**config.mk**
```make
export PLATFORM = sky130hd
export DESIGN_NAME = ssa_slot_map
export DESIGN_NICKNAME = d
export VERILOG_FILES = /design/src/hdl/ssa_pkg.sv /design/src/hdl/ssa_slot_map.sv
export SDC_FILE = /design/constraint.sdc
export NUM_CORES = 1
export LEC_CHECK = 0
export ABC_AREA = 1
export ABC_CLOCK_PERIOD_IN_PS = 4000
export BUFFER_PORTS_ARGS = -buffer_cell sky130_fd_sc_hd__buf_2
export CORE_ASPECT_RATIO = 2
export CORE_MARGIN = 4
export CORE_UTILIZATION = 57
export DETAILED_ROUTE_END_ITERATION = 16
export HOLD_SLACK_MARGIN = 0.08
export PLACE_DENSITY = 0.79
export SLEW_MARGIN = 20
export SYNTH_ARGS = -nofsm -noshare
export SYNTH_HDL_FRONTEND = slang
export SYNTH_SLANG_ARGS = --single-unit
```
**constraint.sdc**
```tcl
create_clock -name i_clk -period 4 [get_ports i_clk]
set_clock_uncertainty 0.05 [all_clocks]
set_input_delay 0.6 -clock i_clk [delete_from_list [all_inputs] [get_ports i_clk]]
set_output_delay 0.6 -clock i_clk [all_outputs]
set_load 0.05 [all_outputs]
```
**src/hdl/ssa_pkg.sv**
```systemverilog
// Shared types, widths and codes for the slab slot allocator.
// Depends on nothing; every other file of the block imports it.
`timescale 1ns / 1ps

package ssa_pkg;

    // Geometry limits. SLOTS_MAX is a power of two, so a free-stack address
    // is the page index concatenated with the stack position.
    localparam int MAX_PAGES      = 16;
    localparam int SLOTS_MAX      = 64;
    localparam int ALIGN_BYTES    = 16;
    localparam int MIN_SLOT_BYTES = 8;

    localparam int PAGE_W      = $clog2(MAX_PAGES);
    localparam int SLOT_W      = $clog2(SLOTS_MAX);
    localparam int CNT_W       = $clog2(SLOTS_MAX + 1);
    localparam int PCNT_W      = $clog2(MAX_PAGES + 1);
    localparam int TOT_W       = 11;
    localparam int ADDR_W      = PAGE_W + SLOT_W;
    localparam int STACK_DEPTH = MAX_PAGES * SLOTS_MAX;
    localparam int SPP_W       = 7;
    localparam int OBJ_W       = 13;
    localparam int SIZE_W      = 14;
    localparam int PROD_W      = SLOT_W + SIZE_W;
    localparam int OFF_W       = 18;
    localparam int REQ_W       = 2;
    localparam int STATUS_W    = 2;
    localparam int CFG_W       = 13;
    localparam int CFG_IDX_W   = 1;

    localparam logic [REQ_W-1:0] REQ_ALLOC   = 2'd0;
    localparam logic [REQ_W-1:0] REQ_FREE    = 2'd1;
    localparam logic [REQ_W-1:0] REQ_DESTROY = 2'd2;

    localparam logic [STATUS_W-1:0] ST_OK      = 2'd0;
    localparam logic [STATUS_W-1:0] ST_LIMIT   = 2'd1;
    localparam logic [STATUS_W-1:0] ST_INVALID = 2'd2;

    localparam logic [CFG_IDX_W-1:0] CFG_SLOTS_PER_PAGE = 1'b0;
    localparam logic [CFG_IDX_W-1:0] CFG_OBJECT_BYTES   = 1'b1;

    localparam logic [SPP_W-1:0] SPP_RESET = 7'd64;
    localparam logic [OBJ_W-1:0] OBJ_RESET = 13'd16;

    typedef enum logic {
        S_IDLE,
        S_EXEC
    } t_state;

    typedef enum logic [2:0] {
        OP_ALLOC,
        OP_LIMIT,
        OP_FREE,
        OP_DESTROY,
        OP_NOP
    } t_op;

    typedef struct packed {
        logic [REQ_W-1:0]  req_type;
        logic [PAGE_W-1:0] page_index;
        logic [SLOT_W-1:0] slot_index;
    } t_req_item;

    typedef struct packed {
        logic [STATUS_W-1:0] status;
        logic [PAGE_W-1:0]   out_page;
        logic [SLOT_W-1:0]   out_slot;
        logic [OFF_W-1:0]    slot_offset;
        logic [CNT_W-1:0]    page_in_use;
        logic [TOT_W-1:0]    total_in_use;
    } t_res_item;

    typedef struct packed {
        logic              en;
        logic [PAGE_W-1:0] page;
        logic [SLOT_W-1:0] pos;
        logic              fresh;
    } t_stack_rd;

    typedef struct packed {
        logic              en;
        logic [PAGE_W-1:0] page;
        logic [SLOT_W-1:0] pos;
        logic [SLOT_W-1:0] data;
    } t_stack_wr;

    typedef struct packed {
        logic              en;
        logic [PAGE_W-1:0] page;
        logic              zero;
    } t_map_rd;

    typedef struct packed {
        logic              en;
        logic [PAGE_W-1:0] page;
        logic              set;
    } t_map_wr;

    // Slots per page as used: zero acts as one, large values saturate.
    function automatic logic [CNT_W-1:0] eff_slots(input logic [SPP_W-1:0] n);
        logic [CNT_W-1:0] r;
        r = CNT_W'(n);
        if (n == '0) begin
            r = CNT_W'(1);
        end else if (CNT_W'(n) > CNT_W'(SLOTS_MAX)) begin
            r = CNT_W'(SLOTS_MAX);
        end
        return r;
    endfunction

    // Slot size: raised to the minimum, then rounded up to the alignment,
    // which is a power of two.
    function automatic logic [SIZE_W-1:0] eff_size(input logic [OBJ_W-1:0] ob);
        logic [SIZE_W-1:0] s;
        s = SIZE_W'(ob);
        if (s < SIZE_W'(MIN_SLOT_BYTES)) begin
            s = SIZE_W'(MIN_SLOT_BYTES);
        end
        s = s + SIZE_W'(ALIGN_BYTES - 1);
        return s & ~SIZE_W'(ALIGN_BYTES - 1);
    endfunction

endpackage

```
**src/hdl/ssa_slot_map.sv**
```systemverilog
// Allocation bitmap, one row of slot bits per page in a synchronous memory.
// Depends on ssa_pkg. Tests one bit of the row read and writes it back modified.
`timescale 1ns / 1ps

module ssa_slot_map (
    input  logic                       i_clk,
    input  ssa_pkg::t_map_rd           i_rd,
    input  ssa_pkg::t_map_wr           i_wr,
    input  logic [ssa_pkg::SLOT_W-1:0] i_slot,
    output logic                       o_bit
);
    import ssa_pkg::*;

    logic [SLOTS_MAX-1:0] r_mem [MAX_PAGES];
    logic [SLOTS_MAX-1:0] r_row;
    logic                 r_zero;
    logic [SLOTS_MAX-1:0] w_row;
    logic [SLOTS_MAX-1:0] w_mask;

    always_ff @(posedge i_clk) begin
        if (i_rd.en) begin
            r_row  <= r_mem[i_rd.page];
            r_zero <= i_rd.zero;
        end
    end

    // A page being created starts from an empty row.
    assign w_row  = r_zero ? '0 : r_row;
    assign w_mask = {{(SLOTS_MAX - 1){1'b0}}, 1'b1} << i_slot;
    assign o_bit  = w_row[i_slot];

    always_ff @(posedge i_clk) begin
        if (i_wr.en) begin
            r_mem[i_wr.page] <= i_wr.set ? (w_row | w_mask) : (w_row & ~w_mask);
        end
    end

endmodule

```
==> results of run 1 <==
-- critical path, cell delays in order (launching register included) --
cell	delay, ps
edfxtp_1	390
inv_1	70
buf_4	390
nand2_1	240
nor2_1	190
a21oi_1	60
nand3_1	90
nand3_1	100
nand3_1	100
nand3_1	70
nand2_1	170
buf_2	290
-- stage by stage --
stage | area, µm² | hold WS, ps | utilization, % | instances
2_1_floorplan | 44680 | 586.8 | - | 3239
3_3_place_gp | 46400 | 600.9 | 59.48 | 4202
3_5_place_dp | 46400 | 620.0 | 59.48 | 4202
4_1_cts | 49120 | 379.4 | 62.96 | 4353
5_1_grt | 49140 | 403.7 | 62.99 | 4353
6_report | 49140 | 424.3 | 62.99 | 4355
-- final timing paths --
kind | to | slack, ps | cells after the start
hold reg to reg | r_row[13] | 630 | 4
setup / recovery | o_bit | 520 | 11
hold / removal | r_row[28] | 420 | 1
setup reg to reg | r_mem[8][59] | 1700 | 4
-- state kept, by name, indices dropped and copies added, names as in the netlist --
register,count
r_mem,1024
r_row,64
r_zero,1
-- synth_stat cells --
master | instances | share of area, %
a21oi_1 | 305 | 3.4
a31oi_1 | 14 | 0.20
buf_1 | 4 | 0.034
buf_2 | 80 | 0.90
buf_4 | 30 | 0.50
buf_6 | 3 | 0.076
clkbuf_1 | 102 | 0.86
edfxtp_1 | 1089 | 73
inv_1 | 297 | 2.5
inv_2 | 3 | 0.025
mux2i_1 | 256 | 5.7
nand2_1 | 157 | 1.3
nand2_2 | 2 | 0.028
nand3_1 | 150 | 1.7
nand3b_1 | 2 | 0.034
nand4_1 | 1 | 0.014
nor2_1 | 131 | 1.1
nor2_2 | 2 | 0.028
nor3_1 | 3 | 0.034
nor3_2 | 9 | 0.20
o211ai_1 | 256 | 4.3
o21ai_0 | 322 | 3.6
o21ai_1 | 21 | 0.24
-- report_power, final --
group | switching, µW | internal, µW | leakage (µW)
Combinational | 1160 | 441 | 0.00600
Sequential | 69.3 | 12900 | 0.0100
Clock | 3840 | 4540 | 0.00132
-- per-layer routing --
layer | track usage, % | share of wire (%) | up-vias
li1 | - | - | 12080
met1 | 32.15 | 35 | 13697
met2 | 47.13 | 53 | 1396
met3 | 3.848 | 7.7 | 291
met4 | 11.25 | 4.4 | 0
met5 | 0 | 0 | -
-- layout make-up --
| cell class | count | area [µm²] |
|---|---|---|
| flip-flops and latches | 1089 | 32700 |
| fillers | 5526 | 28870 |
| clock inverters | 47 | 493.0 |
| inverters | 300 | 1136 |
| well taps | 1029 | 1287 |
| multi-input cells | 1631 | 9937 |
| repair buffers | 154 | 1368 |
| diodes | 2 | 5.005 |
| clock buffers | 103 | 2216 |
-- cells by family after synthesis --
kind of cell,count (synthesis),share of synthesized area [%]
flops,1089,73.19
compound gates,918,11.76
buf+inv,519,4.886
simple gates,457,4.438
mux,256,5.735
==> results by group, run 1 <==
Status
  • Status: finished, final reports clean

Clocking
  • Worst-Skew Late Latency: 670 ps
  • Resized Gates After CTS: 0
  • Reg clk slew, reported paths: 70 ps
  • CTS tree: built
  • H-tree levels: 3
  • CTS Buffer Depth: 3
  • # hold bufs at CTS: 1
  • Clock sink total: 1089
  • Num CTS Buffers: 83
  • Clk root buf: clkbuf_16
  • Post-CTS setup buffers: 0

Final layout
  • Commonest non-fill, non-tap cell in the layout: edfxtp_1
  • Area added between synthesis and finish: 9.983%
  • Commonest non-fill, non-tap cells in the layout: 1089 x edfxtp_1, 322 x o21ai_0, 300 x a21oi_1
  • Share of layout cells above drive strength 1: 9.296%
  • Final-stage net count: 3278

Synth
  • Synth warnings: 0
  • Mean Syn Cell Area: 13.80 µm²
  • Post-synth cell types: 23
  • Cell Area, Synth: 0.04468 mm²
  • Syn_nets: 3258
  • Mapped Cells: 3239
  • Seq/Total Area, Yosys: 73.19%
  • #FFs+latches synth: 1089

Placement
  • # port buffers: 19
  • Routability Congestion: 0.9450
  • Dpl ws: 921.9 ps
  • DP HPWL: 60730 µm

Route
  • Routed Antenna Nets: 0
  • Via density: 6.306
  • Vias: 27464
  • DRT Pass-1 Iters: 6
  • 1st-iter DRT viols: 3077
  • Wire per inst: 25.58 µm
  • Overall routed net length: 111400 µm
  • DRC viols: 0

STA
  • Final count of hold timing violations: 0
  • Setup tns final: 0 ps
  • Worst slew margin: 29.22%
  • Final setup viols: 0
  • Worst-margin pin slew: 1055 ps
  • Fin crit share: 86.97%
  • Setup WS post-layout: 521.1 ps
  • Fmax: 287.4 MHz
  • Unrepaired setup endpoints after global routing: false
  • Max Slew Vio Count: 0
  • Final min period: 3479 ps

Die
  • Die Width: 206.0 µm
  • Initial Utilization: 57.28%
  • Die height: 404.0 µm
  • FP Rows: 145
  • DIE AREA: 0.08321 mm²
  • Total I/O pin count: 20
  • Core region area: 0.07801 mm²

Power
  • Max VDD drop: 0.0004802 V
  • Power Total: 22940 µW
  • Leakage: 0.01735 µW
  • PwrDens: 466.7 mW/mm²

Setup path
  • Crit. Startpoint: r_zero
  • Reg2reg start: r_zero
  • CP Class: reg2out
  • CP startpoint kind: flop
  • Crit end category: output pin
  • Data arrival time of the critical path: 2830 ps
  • Critical path required time: 3350 ps
  • Crit-path max FO: 39

Global routing
  • GR Overflow Total: 0
  • Largest net degree at the start of global routing: 101
  • Antenna violations before repair: 2
  • Total GRT Usage: 26.50%
  • Global-route wire length before repair: 164300 µm
  • Vias in the first global route: 27044

Min path
  • Hold Path Class: in2reg
  • Min-delay src: i_rd[5]

Flow run
  • Max Cap Viol: 0
(Power assumes the default switching activity.)
==> run 2: changes to the inputs <==
--- a/config.mk
+++ b/config.mk
@@ -5,12 +5,13 @@
 export SDC_FILE = /design/constraint.sdc
 export NUM_CORES = 1
 export LEC_CHECK = 0
-export ABC_AREA = 1
 export ABC_CLOCK_PERIOD_IN_PS = 4000
 export BUFFER_PORTS_ARGS = -buffer_cell sky130_fd_sc_hd__buf_2
+export CELL_PAD_IN_SITES_DETAIL_PLACEMENT = 1
+export CELL_PAD_IN_SITES_GLOBAL_PLACEMENT = 2
 export CORE_ASPECT_RATIO = 2
 export CORE_MARGIN = 4
-export CORE_UTILIZATION = 57
+export CORE_UTILIZATION = 47
 export DETAILED_ROUTE_END_ITERATION = 16
 export HOLD_SLACK_MARGIN = 0.08
 export PLACE_DENSITY = 0.79
==> results by group, run 2 <==
Synth
  • Seq/Total Area, Yosys: 76.90%
  • Compound-cell area share of the yosys netlist: 1.103%
  • Yosys top cell area share: 76.90%
  • Syn_nets: 1864
  • Post-synth cell types: 37
  • Async SR Flop Fraction: 0%
  • Most common cell in the synthesized netlist: edfxtp_1
  • Cell Area, Synth: 0.04252 mm²
  • Synth warnings: 0
  • Post-synthesis mux area share: 17.70%
  • Mapped Cells: 1845
  • Mean Syn Cell Area: 23.05 µm²
  • #FFs+latches synth: 1089
  • Main combinational cell family by area after synthesis: multiplexers
  • Area leader, netlist: edfxtp_1
  • Synth area leaders: edfxtp_1 77%, mux4_2 17%, buf_6 0.69%
  • XOR/XNOR share of the synthesized area: 0%
  • EDFF count, synth: 1089
  • Top FF cell, synth: edfxtp_1
  • Commonest cells post-synth: 1089 x edfxtp_1, 329 x mux4_2, 62 x nand2_1
  • Post-synthesis adder-cell area fraction: 0%
  • Synth Area in Simple Gates: 2.819%

Final layout
  • Area added between synthesis and finish: 13.19%
  • Final-stage net count: 2005
  • Commonest non-fill, non-tap cells in the layout: 1089 x edfxtp_1, 329 x mux4_2, 100 x buf_4
  • Commonest non-fill, non-tap cell in the layout: edfxtp_1
  • Final core occ: 53.72%
  • Top Registers: r_mem x1024, r_row x64, r_zero x1
  • Share of layout cells above drive strength 1: 31.52%
  • Max FFs per register: 1024
  • Top reg by flops: r_mem

Power
  • Power Total: 23440 µW
  • Max VDD drop: 0.0003067 V
  • Leakage: 0.01505 µW
  • PwrDens: 487.0 mW/mm²

Setup path
  • Crit end category: output pin
  • CP startpoint kind: flop
  • CP Class: reg2out
  • Crit-path max FO: 30
  • Data arrival time of the critical path: 3190 ps
  • Crit-path max cell delay: 760 ps
  • Worst R2R Setup Slack: 1520 ps
  • CP Cell Sequence: nor2b_1 > mux4_2 > mux2i_1 > o21a_1 > o31ai_1 > buf_2
  • Crit path max-delay family: flip-flops
  • Worst Path Buf+Inv: 1
  • Max stage delay cell, worst path: edfxtp_1
  • Critical path required time: 3350 ps

Min path
  • Hold Path Class: in2reg

Route
  • DRC viols: 0
  • Via density: 6.209
  • 1st-iter DRT viols: 2076
  • Wire per inst: 32.94 µm
  • Routed Antenna Nets: 0
  • Overall routed net length: 106700 µm
  • DRT Pass-1 Iters: 6
  • Vias: 20105

Clocking
  • Clock sink total: 1089
  • Worst-Skew Late Latency: 680 ps
  • Reg clk slew, reported paths: 80 ps
  • # hold bufs at CTS: 1
  • H-tree levels: 3
  • Clk root buf: clkbuf_16
  • Num CTS Buffers: 88
  • Resized Gates After CTS: 0
  • Post-CTS setup buffers: 0
  • CTS Buffer Depth: 3
  • CTS tree: built

STA
  • Final min period: 3842 ps
  • Max Slew Vio Count: 0
  • Unrepaired setup endpoints after global routing: false
  • Fin crit share: 96.05%
  • Final count of hold timing violations: 0
  • Worst slew margin: 23.50%
  • Fmax: 260.3 MHz
  • Worst-margin pin slew: 1144 ps
  • Final setup viols: 0

Placement
  • DP HPWL: 62520 µm
  • Routability Congestion: 0.8826
  • # port buffers: 19

Global routing
  • Global-route wire length before repair: 156000 µm
  • Largest net degree at the start of global routing: 74
  • Vias in the first global route: 21750
  • GR Overflow Total: 0
  • Antenna violations before repair: 5
  • Total GRT Usage: 22.99%

Die
  • Die Width: 220.7 µm
  • Total I/O pin count: 20
  • Core region area: 0.08960 mm²
  • Die height: 433.4 µm
  • Initial Utilization: 47.46%
  • DIE AREA: 0.09564 mm²
  • FP Rows: 155

Flow run
  • Max Cap Viol: 0

Status
  • Status: finished, final reports clean
run 2: report_power, final:
part	total [µW]	leakage (µW)	internal [µW]	switching, µW
sequential	13000	0.0100	12900	134
combinational	1410	0.00358	578	828
clock	9010	0.00144	4980	4030
run 2: layout make-up:
class / instances / area, µm²
inverters: 1 / 3.754
fillers: 7631 / 41470
diodes: 2 / 5.005
clock inverters: 56 / 583.1
well taps: 1177 / 1473
repair buffers: 157 / 1649
flip-flops and latches: 1089 / 32700
clock buffers: 107 / 2380
multi-input cells: 649 / 9336
run 2: metrics by stage:
step	cells	cell area, µm²	setup TNS (ps)	worst slack (ps)	hold WS [ps]
3_3_place_gp	3071	45140	0	610.7	757.6
6_report	3238	48130	0	157.8	456.1
2_1_floorplan	1845	42560	-73390	-364.3	648.9
5_1_grt	3237	48130	0	70.54	456.0
3_5_place_dp	3071	45150	0	527.4	779.3
4_1_cts	3235	48120	0	215.9	407.4
run 2: per-layer routing:
layer	vias to the layer above	GRT usage (%)	share of wire, %
li1	8111	-	-
met5	-	0	0.038
met1	10967	29.38	37
met4	6	9.286	4.4
met3	206	3.349	5.6
met2	815	39.72	53
run 2: logic make-up after synthesis:
kind of cell | count (synthesis)
buf+inv | 107
simple gates | 229
compound gates | 80
mux | 340
flops | 1089
run 2: final timing paths:
path,start,to,depth (start not counted)
worst max-delay path,r_zero,o_bit,6
worst min-delay path,i_wr[2],r_mem[8][36],2
worst max register to register,r_zero,r_mem[0][58],4
worst min register to register,r_mem[12][12],r_row[12],2
